[config.mk]
export PLATFORM = sky130hd
export DESIGN_NAME = byte_translate_delete_squeeze_unit_flat
export DESIGN_NICKNAME = d
export VERILOG_FILES = /design/src/rtl/bdts_pkg.sv /design/src/rtl/bdts_if.sv /design/src/rtl/byte_translate_delete_squeeze_unit.sv /design/src/rtl/bdts_map_mem.sv /design/src/rtl/bdts_cfg_regs.sv /design/src/flat_wrapper.sv
export SDC_FILE = /design/constraint.sdc
export NUM_CORES = 2
export LEC_CHECK = 0
export BUFFER_PORTS_ARGS = -buffer_cell sky130_fd_sc_hd__buf_2
export CAP_MARGIN = 20
export CORE_MARGIN = 4
export CORE_UTILIZATION = 50
export CTS_BUF_LIST = sky130_fd_sc_hd__clkbuf_8
export DETAILED_ROUTE_END_ITERATION = 16
export GPL_TIMING_DRIVEN = 0
export PLACE_DENSITY = 0.63
export SKIP_CTS_REPAIR_TIMING = 1
export SLEW_MARGIN = 20
export SYNTH_ARGS = -nofsm -noshare
export SYNTH_HDL_FRONTEND = slang
export SYNTH_SLANG_ARGS = --single-unit
[constraint.sdc]
create_clock -name clk_i -period 3.5 [get_ports clk_i]
set_clock_uncertainty 0.2 [all_clocks]
set_input_delay 0.175 -clock clk_i [delete_from_list [all_inputs] [get_ports clk_i]]
set_output_delay 0.175 -clock clk_i [all_outputs]
set_load 0.05 [all_outputs]
[src/rtl/bdts_pkg.sv]
// types and constants of the byte translate / delete / squeeze unit
// no dependencies; used by the interfaces and all modules
package bdts_pkg;

  localparam int unsigned BYTE_W     = 8;
  localparam int unsigned TBL_DEPTH  = 256;
  localparam int unsigned TBL_IDX_W  = 8;
  localparam int unsigned CFG_ADDR_W = 3;
  localparam int unsigned CFG_DATA_W = 32;

  // request codes
  localparam logic REQ_DATA  = 1'b0;
  localparam logic REQ_WRITE = 1'b1;

  // register indexes (paddr bit 2)
  localparam logic CFG_IDX_DELETE  = 1'b0;
  localparam logic CFG_IDX_SQUEEZE = 1'b1;

  typedef struct packed {
    logic                mark;
    logic [BYTE_W-1:0]   value;
  } map_entry_t;

  typedef struct packed {
    logic delete_mode;
    logic squeeze_enable;
  } cfg_t;

endpackage

[src/rtl/bdts_if.sv]
// stream interfaces of the unit: input requests and result items
// depends on bdts_pkg
interface bdts_in_if;
  import bdts_pkg::*;

  logic              valid;
  logic              ready;
  logic              req_type;
  logic [BYTE_W-1:0] byte_value;
  logic [BYTE_W-1:0] map_value;
  logic              map_mark;
  logic              end_of_string;

  modport source (
    output valid, req_type, byte_value, map_value, map_mark, end_of_string,
    input  ready
  );
  modport sink (
    input  valid, req_type, byte_value, map_value, map_mark, end_of_string,
    output ready
  );
endinterface

interface bdts_out_if;
  import bdts_pkg::*;

  logic              valid;
  logic              ready;
  logic [BYTE_W-1:0] out_byte;
  logic              keep;
  logic              string_end;

  modport source (
    output valid, out_byte, keep, string_end,
    input  ready
  );
  modport sink (
    input  valid, out_byte, keep, string_end,
    output ready
  );
endinterface

[src/rtl/byte_translate_delete_squeeze_unit.sv]
// top level of the byte translate / delete / squeeze unit
// depends on bdts_pkg, bdts_if, bdts_map_mem and bdts_cfg_regs
//
//   channel   direction  handshake        transaction
//   in_i      sink       valid / ready    data byte or table entry write
//   out_o     source     valid / ready    one result per data byte
//   apb       slave      psel / penable   register write or read, pready tied high
//
// one item per cycle sustained while out_o is ready; a data byte reaches out_o through
// the lookup stage (table read) and then the output register
// table writes finish at their acceptance edge and give no transaction on out_o
// reset clears the mode registers, the string tracking and the table valid bits
// at once, so the unit takes items in the first cycle after reset
// in_i stalls only when both the lookup stage and a stalled output register are full
module byte_translate_delete_squeeze_unit (
  input  logic                                  clk_i,
  input  logic                                  rst_ni,
  bdts_in_if.sink                               in_i,
  bdts_out_if.source                            out_o,
  input  logic                                  psel,
  input  logic                                  penable,
  input  logic                                  pwrite,
  input  logic [bdts_pkg::CFG_ADDR_W-1:0]       paddr,
  input  logic [bdts_pkg::CFG_DATA_W-1:0]       pwdata,
  output logic [bdts_pkg::CFG_DATA_W-1:0]       prdata,
  output logic                                  pready
);
  import bdts_pkg::*;

  cfg_t              cfg;

  // handshake
  logic              in_acc;
  logic              data_acc;
  logic              write_acc;
  logic              out_free;

  // string tracking, updated in acceptance order
  logic              have_prev_q, have_prev_d;
  logic [BYTE_W-1:0] prev_byte_q, prev_byte_d;
  logic              sq_hit;

  // lookup stage: table read data arrives with these
  logic              s1_valid_q, s1_valid_d;
  logic [BYTE_W-1:0] s1_byte_q;
  logic              s1_eos_q;
  logic              s1_sq_hit_q;
  map_entry_t        rd_entry;

  // result computed from the table entry
  logic [BYTE_W-1:0] res_byte;
  logic              res_keep;

  // output register
  logic              out_valid_q, out_valid_d;
  logic [BYTE_W-1:0] out_byte_q;
  logic              out_keep_q;
  logic              out_end_q;

  bdts_cfg_regs u_cfg (
    .clk_i   (clk_i),
    .rst_ni  (rst_ni),
    .psel    (psel),
    .penable (penable),
    .pwrite  (pwrite),
    .paddr   (paddr),
    .pwdata  (pwdata),
    .prdata  (prdata),
    .pready  (pready),
    .cfg_o   (cfg)
  );

  // output register takes a new result when empty or being drained
  assign out_free    = !out_valid_q || out_o.ready;
  assign in_i.ready  = !s1_valid_q || out_free;
  assign in_acc      = in_i.valid && in_i.ready;
  assign data_acc    = in_acc && (in_i.req_type == REQ_DATA);
  assign write_acc   = in_acc && (in_i.req_type == REQ_WRITE);

  // a write lands at its acceptance edge, so a data byte accepted in the
  // next cycle already reads the new entry: no forwarding needed
  bdts_map_mem u_mem (
    .clk_i     (clk_i),
    .rst_ni    (rst_ni),
    .wr_en_i   (write_acc),
    .wr_addr_i (in_i.byte_value),
    .wr_data_i ('{mark: in_i.map_mark, value: in_i.map_value}),
    .rd_en_i   (data_acc),
    .rd_addr_i (in_i.byte_value),
    .rd_data_o (rd_entry)
  );

  // squeeze check against the previous byte of the same string
  assign sq_hit = cfg.squeeze_enable && have_prev_q && (prev_byte_q == in_i.byte_value);

  always_comb begin
    have_prev_d = have_prev_q;
    prev_byte_d = prev_byte_q;
    if (data_acc) begin
      if (in_i.end_of_string) begin
        have_prev_d = 1'b0;
        prev_byte_d = '0;
      end else begin
        have_prev_d = 1'b1;
        prev_byte_d = in_i.byte_value;
      end
    end
  end

  // lookup stage occupancy
  always_comb begin
    s1_valid_d = s1_valid_q;
    if (data_acc) begin
      s1_valid_d = 1'b1;
    end else if (out_free) begin
      s1_valid_d = 1'b0;
    end
  end

  // delete mode drops marked bytes; translate mode swaps marked bytes and
  // may squeeze repeats
  always_comb begin
    if (cfg.delete_mode) begin
      res_byte = s1_byte_q;
      res_keep = !rd_entry.mark;
    end else begin
      res_byte = rd_entry.mark ? rd_entry.value : s1_byte_q;
      res_keep = !s1_sq_hit_q;
    end
  end

  always_comb begin
    out_valid_d = out_valid_q;
    if (out_free) begin
      out_valid_d = s1_valid_q;
    end
  end

  always_ff @(posedge clk_i or negedge rst_ni) begin
    if (!rst_ni) begin
      have_prev_q <= 1'b0;
      prev_byte_q <= '0;
      s1_valid_q  <= 1'b0;
      out_valid_q <= 1'b0;
    end else begin
      have_prev_q <= have_prev_d;
      prev_byte_q <= prev_byte_d;
      s1_valid_q  <= s1_valid_d;
      out_valid_q <= out_valid_d;
    end
  end

  // payload registers
  always_ff @(posedge clk_i) begin
    if (data_acc) begin
      s1_byte_q   <= in_i.byte_value;
      s1_eos_q    <= in_i.end_of_string;
      s1_sq_hit_q <= sq_hit;
    end
    if (out_free && s1_valid_q) begin
      out_byte_q <= res_byte;
      out_keep_q <= res_keep;
      out_end_q  <= s1_eos_q;
    end
  end

  assign out_o.valid      = out_valid_q;
  assign out_o.out_byte   = out_byte_q;
  assign out_o.keep       = out_keep_q;
  assign out_o.string_end = out_end_q;

endmodule

[src/rtl/bdts_map_mem.sv]
// 256-entry map table: one write port, one registered read port
// depends on bdts_pkg; per-entry valid bits make unwritten entries read as zero
module bdts_map_mem (
  input  logic                                 clk_i,
  input  logic                                 rst_ni,
  input  logic                                 wr_en_i,
  input  logic [bdts_pkg::TBL_IDX_W-1:0]       wr_addr_i,
  input  bdts_pkg::map_entry_t                 wr_data_i,
  input  logic                                 rd_en_i,
  input  logic [bdts_pkg::TBL_IDX_W-1:0]       rd_addr_i,
  output bdts_pkg::map_entry_t                 rd_data_o
);
  import bdts_pkg::*;

  map_entry_t             mem [TBL_DEPTH];
  logic [TBL_DEPTH-1:0]   vld_q;
  map_entry_t             rd_q;
  logic                   rd_vld_q;

  always_ff @(posedge clk_i) begin
    if (wr_en_i) begin
      mem[wr_addr_i] <= wr_data_i;
    end
    if (rd_en_i) begin
      rd_q <= mem[rd_addr_i];
    end
  end

  always_ff @(posedge clk_i or negedge rst_ni) begin
    if (!rst_ni) begin
      vld_q    <= '0;
      rd_vld_q <= 1'b0;
    end else begin
      if (wr_en_i) begin
        vld_q[wr_addr_i] <= 1'b1;
      end
      if (rd_en_i) begin
        rd_vld_q <= vld_q[rd_addr_i];
      end
    end
  end

  assign rd_data_o = rd_vld_q ? rd_q : '0;

endmodule

[src/rtl/bdts_cfg_regs.sv]
// configuration registers behind the apb-style port
// depends on bdts_pkg; delivers the mode bits as a cfg_t struct
module bdts_cfg_regs (
  input  logic                                  clk_i,
  input  logic                                  rst_ni,
  input  logic                                  psel,
  input  logic                                  penable,
  input  logic                                  pwrite,
  input  logic [bdts_pkg::CFG_ADDR_W-1:0]       paddr,
  input  logic [bdts_pkg::CFG_DATA_W-1:0]       pwdata,
  output logic [bdts_pkg::CFG_DATA_W-1:0]       prdata,
  output logic                                  pready,
  output bdts_pkg::cfg_t                        cfg_o
);
  import bdts_pkg::*;

  cfg_t cfg_q, cfg_d;
  logic wr_en;
  logic reg_idx;

  assign pready  = 1'b1;
  assign wr_en   = psel && penable && pwrite && pready;
  assign reg_idx = paddr[2];

  always_comb begin
    cfg_d = cfg_q;
    if (wr_en) begin
      unique case (reg_idx)
        CFG_IDX_DELETE:  cfg_d.delete_mode    = pwdata[0];
        CFG_IDX_SQUEEZE: cfg_d.squeeze_enable = pwdata[0];
        default:         cfg_d = cfg_q;
      endcase
    end
  end

  always_comb begin
    unique case (reg_idx)
      CFG_IDX_DELETE:  prdata = {{(CFG_DATA_W-1){1'b0}}, cfg_q.delete_mode};
      CFG_IDX_SQUEEZE: prdata = {{(CFG_DATA_W-1){1'b0}}, cfg_q.squeeze_enable};
      default:         prdata = '0;
    endcase
  end

  always_ff @(posedge clk_i or negedge rst_ni) begin
    if (!rst_ni) begin
      cfg_q <= '0;
    end else begin
      cfg_q <= cfg_d;
    end
  end

  assign cfg_o = cfg_q;

endmodule

[src/flat_wrapper.sv]
// flat-port wrapper written by rule: the top's interface ports become plain ports
module byte_translate_delete_squeeze_unit_flat import bdts_pkg::*;
  (clk_i, rst_ni, psel, penable, pwrite, paddr, pwdata, prdata, pready, in_i_valid, in_i_req_type, in_i_byte_value, in_i_map_value, in_i_map_mark, in_i_end_of_string, in_i_ready, out_o_valid, out_o_out_byte, out_o_keep, out_o_string_end, out_o_ready);
  bdts_in_if in_i_i ();
  bdts_out_if out_o_i ();
  input  logic clk_i;
  input  logic rst_ni;
  input  logic psel;
  input  logic penable;
  input  logic pwrite;
  input  logic [bdts_pkg::CFG_ADDR_W-1:0] paddr;
  input  logic [bdts_pkg::CFG_DATA_W-1:0] pwdata;
  output logic [bdts_pkg::CFG_DATA_W-1:0] prdata;
  output logic pready;
  input wire logic [$bits(in_i_i.valid)-1:0] in_i_valid;
  input wire logic [$bits(in_i_i.req_type)-1:0] in_i_req_type;
  input wire logic [$bits(in_i_i.byte_value)-1:0] in_i_byte_value;
  input wire logic [$bits(in_i_i.map_value)-1:0] in_i_map_value;
  input wire logic [$bits(in_i_i.map_mark)-1:0] in_i_map_mark;
  input wire logic [$bits(in_i_i.end_of_string)-1:0] in_i_end_of_string;
  output wire logic [$bits(in_i_i.ready)-1:0] in_i_ready;
  output wire logic [$bits(out_o_i.valid)-1:0] out_o_valid;
  output wire logic [$bits(out_o_i.out_byte)-1:0] out_o_out_byte;
  output wire logic [$bits(out_o_i.keep)-1:0] out_o_keep;
  output wire logic [$bits(out_o_i.string_end)-1:0] out_o_string_end;
  input wire logic [$bits(out_o_i.ready)-1:0] out_o_ready;
  assign in_i_i.valid = in_i_valid;
  assign in_i_i.req_type = in_i_req_type;
  assign in_i_i.byte_value = in_i_byte_value;
  assign in_i_i.map_value = in_i_map_value;
  assign in_i_i.map_mark = in_i_map_mark;
  assign in_i_i.end_of_string = in_i_end_of_string;
  assign in_i_ready = in_i_i.ready;
  assign out_o_valid = out_o_i.valid;
  assign out_o_out_byte = out_o_i.out_byte;
  assign out_o_keep = out_o_i.keep;
  assign out_o_string_end = out_o_i.string_end;
  assign out_o_i.ready = out_o_ready;
  byte_translate_delete_squeeze_unit u_core (.clk_i(clk_i), .rst_ni(rst_ni), .in_i(in_i_i), .out_o(out_o_i), .psel(psel), .penable(penable), .pwrite(pwrite), .paddr(paddr), .pwdata(pwdata), .prdata(prdata), .pready(pready));
endmodule
==> results.md <==
- Full die area: 209000 um^2
- Layout Nets: 5405
- Largest net degree at the start of global routing: 133
- Worst-margin pin slew: 1.46 ns
- Register area share after synthesis: 0.761
- Final setup vio count: 377
- Synth Warn #: 0
- Slew headroom: 0.0248
- Post-route ant nets: 0
- CTS H-tree lvls: 5
- Startpoint Class: input port
- Vias/cell: 6.89
- Ports: 106
- Initial antenna violation count: 42
- Buffers & Inverters on Critical Path: 6
- Cell count after synthesis: 4625
- Min-delay src: in_i_map_value[1]
- Clock latency on the worst-skew pair: 1.13 ns
- Total number of vias: 57700
- Crit path DAT: 4.58 ns
- Min Clock Period, post-route: 3.95 ns
- Synth area leaders: edfxtp_1 69%, mux4_2 16%, dfrtp_1 6.7%
- Synth-to-layout area growth: 17.8%
- Die height: 457 um
- Failing checks: negative hold slack, negative setup slack
- Cell taking the most area after synthesis: edfxtp_1
- Hold Slack: -0.0223 ns
- Layout cells sized above 1: 0.408
- Post-DR wirelength/cell: 47.4 um
- R2R Path Start: u_core.u_mem.mem[203][1]
- Post-synth ARST share: 0.104
- Syn Std Cell Area: 101000 um^2
- RD Place Congestion: 1.03
- CP required: 4.13 ns
- Max-Cap Viols: 0
- Port bufs: 40
- Clk pin slew, worst setup/hold paths: 0.06 ns
- Clock Tree Buf Depth: 4
- Worst setup margin: -0.452 ns
- Placed cells: 7449
- Initial Util: 0.504
- Fin crit share: 1.13
- Fmax: 0.253 GHz
- Crit-path max cell delay: 0.58 ns
- RSZ-0062 raised after global routing: true
- Post-synth EDFFs: 2333
- Mean Syn Cell Area: 21.8 um^2
- Status: finished with violations
- PwrDens: 545 nW/um^2
- Detailed Place HPWL: 261 mm
- Cell Rows: 164
- Prevailing post-synth register cell: edfxtp_1
- Area post-placement: 107000 um^2
- List of most frequent post-synthesis cells: 2333 x edfxtp_1, 736 x mux4_2, 292 x nor2_1, 270 x dfrtp_1, 257 x or2_2
- Peak VDD IR: 0.335 mV
- Drt pass-1 iters: 6
- Total GRT Usage: 0.376
- CP delay by family, top: buffers and inverters
- Final cell count without fillers: 8376
- Core area: 200000 um^2
- Clock sink count: 2603
- TritonCTS clock tree: done
- WS Path Type: input port to flip-flop
- Clock root cell: clkbuf_8
- CP Launch Point: in_i_byte_value[1]
- Count of final hold-check violations: 7
- Register bit total from synthesis: 2603
- Post-route DRC: 0
- Crit. End Element: flip-flop
- Top-area cell type share of the netlist area: 0.694
- Finished layout cell area: 119000 um^2
- Routed WL: 397 mm
- Vias in the first global route: 53600
- Fin. max-slew vios: 0
- Synth unique cells: 53
- Chip width: 457 um
- First-pass GRT wire length: 511 mm
- Crit Path Max Fanout: 11
- Count leader, synth: edfxtp_1
- Crit-path cells: buf_2, buf_2, clkbuf_4, buf_6, buf_6, clkbuf_4, mux4_2, a22o_1, o21ai_0, nand4_1, a311o_1
- Slowest CP cell: a311o_1
- CTS Buf Count: 430
- Iter 0 DRT Violations: 10400
- Pleak: 40.5 nW
- Hold WC Path Type: input port to flip-flop
- Grt ovf: 0
## power breakdown
group | switching (mW) | total [mW] | internal [mW] | leakage (nW)
combinational | 3.62 | 5.27 | 1.65 | 11.1
clock | 12.4 | 25.3 | 12.9 | 4.70
sequential | 0.113 | 34.2 | 34.1 | 24.7
## layout make-up
cell class | instances | area [um^2]
repair buffers | 259 | 4110
multi-input cells | 1771 | 24400
clock buffers | 471 | 6480
flip-flops and latches | 2603 | 76800
plain buffers | 274 | 2180
diodes | 39 | 97.6
inverters | 5 | 18.8
well taps | 2656 | 3320
fillers | 14400 | 81400
clock inverters | 298 | 1450
## worst reg2reg max path, cell delays in order, from the launching register on
cell      delay [ns]
edfxtp_1        0.36
mux4_2          0.49
mux4_2          0.66
a221oi_2        0.50
nand4_1         0.37
or4_1           0.70
## through the flow
stage               hold slack, ns  TNS (ns)  total power [mW]  utilization  worst slack, ns
global route               0.00760     -1.28              66.2        0.593           -0.156
global placement             0.169         -              39.4        0.522            -5.41
CTS                          -1.28  -3087.32              64.3        0.575            -2.38
floorplan                   -0.321         0              36.8            -            0.192
finish                     -0.0223    -27.76              64.8        0.594           -0.452
detailed placement         -0.0782  -6074.97              39.7        0.536            -3.48
## registers in the layout (all words and copies together) (netlist names), 2 cells and up
register and count:
u_core.prev_byte_q 8, u_core.out_o.out_byte 8, u_core.u_mem.mem 2304, u_core.u_mem.vld_q 256
u_core.u_cfg.cfg_o 2, u_core.u_mem.rd_q 9, u_core.s1_byte_q 8
## kinds of logic (layout without fill, tap and decap cells)
logic type	Yosys count	after routing	share of synthesized area
AOI/OAI and AO/OA	165	165	0.0114
xor gates and xnor gates	8	8	0.000694
buffers and inverters	282	1307	0.0154
DFF	2603	2603	0.761
muxes	853	853	0.176
other	2	71	0.0000744
and+or+nand+nor	712	713	0.0353
## final timing paths
kind,end,slack (ns),depth (start not counted)
setup / recovery,u_core.u_mem.rd_q[3],-0.45,11
hold / removal,u_core.u_mem.mem[123][1],-0.02,3
setup reg to reg,u_core.u_mem.rd_q[1],-0.07,5
hold reg to reg,u_core.out_o.string_end,0.24,0
min in group asynchronous,u_core.u_mem.vld_q[210],0.46,5
max in group asynchronous,u_core.prev_byte_q[4],1.40,7
## routing by layer
layer | global-route usage | vias up | part of all wire | wire length [um]
li1 | - | 20600 | - | -
met1 | 0.488 | 30600 | 0.34 | 135000
met2 | 0.526 | 5160 | 0.43 | 170000
met3 | 0.151 | 1244 | 0.15 | 58700
met4 | 0.249 | 16 | 0.083 | 33000
met5 | 0.00184 | - | 0.00077 | 307
## cell usage in the layout (no fill, tap or decap), drive strengths merged, types with 19 or more instances in the layout
cell,count
a22oi,45
o21ai,24
clkbuf,556
conb,32
or2,258
diode,39
buf,386
nor2,293
nand2,48
mux4,736
dfrtp,270
edfxtp,2333
inv,173
o22ai,19
clkinv,115
dlygate4sd3,62
mux2,37
mux2i,80
nand3,45
Power figures use the tool's default switching activity.
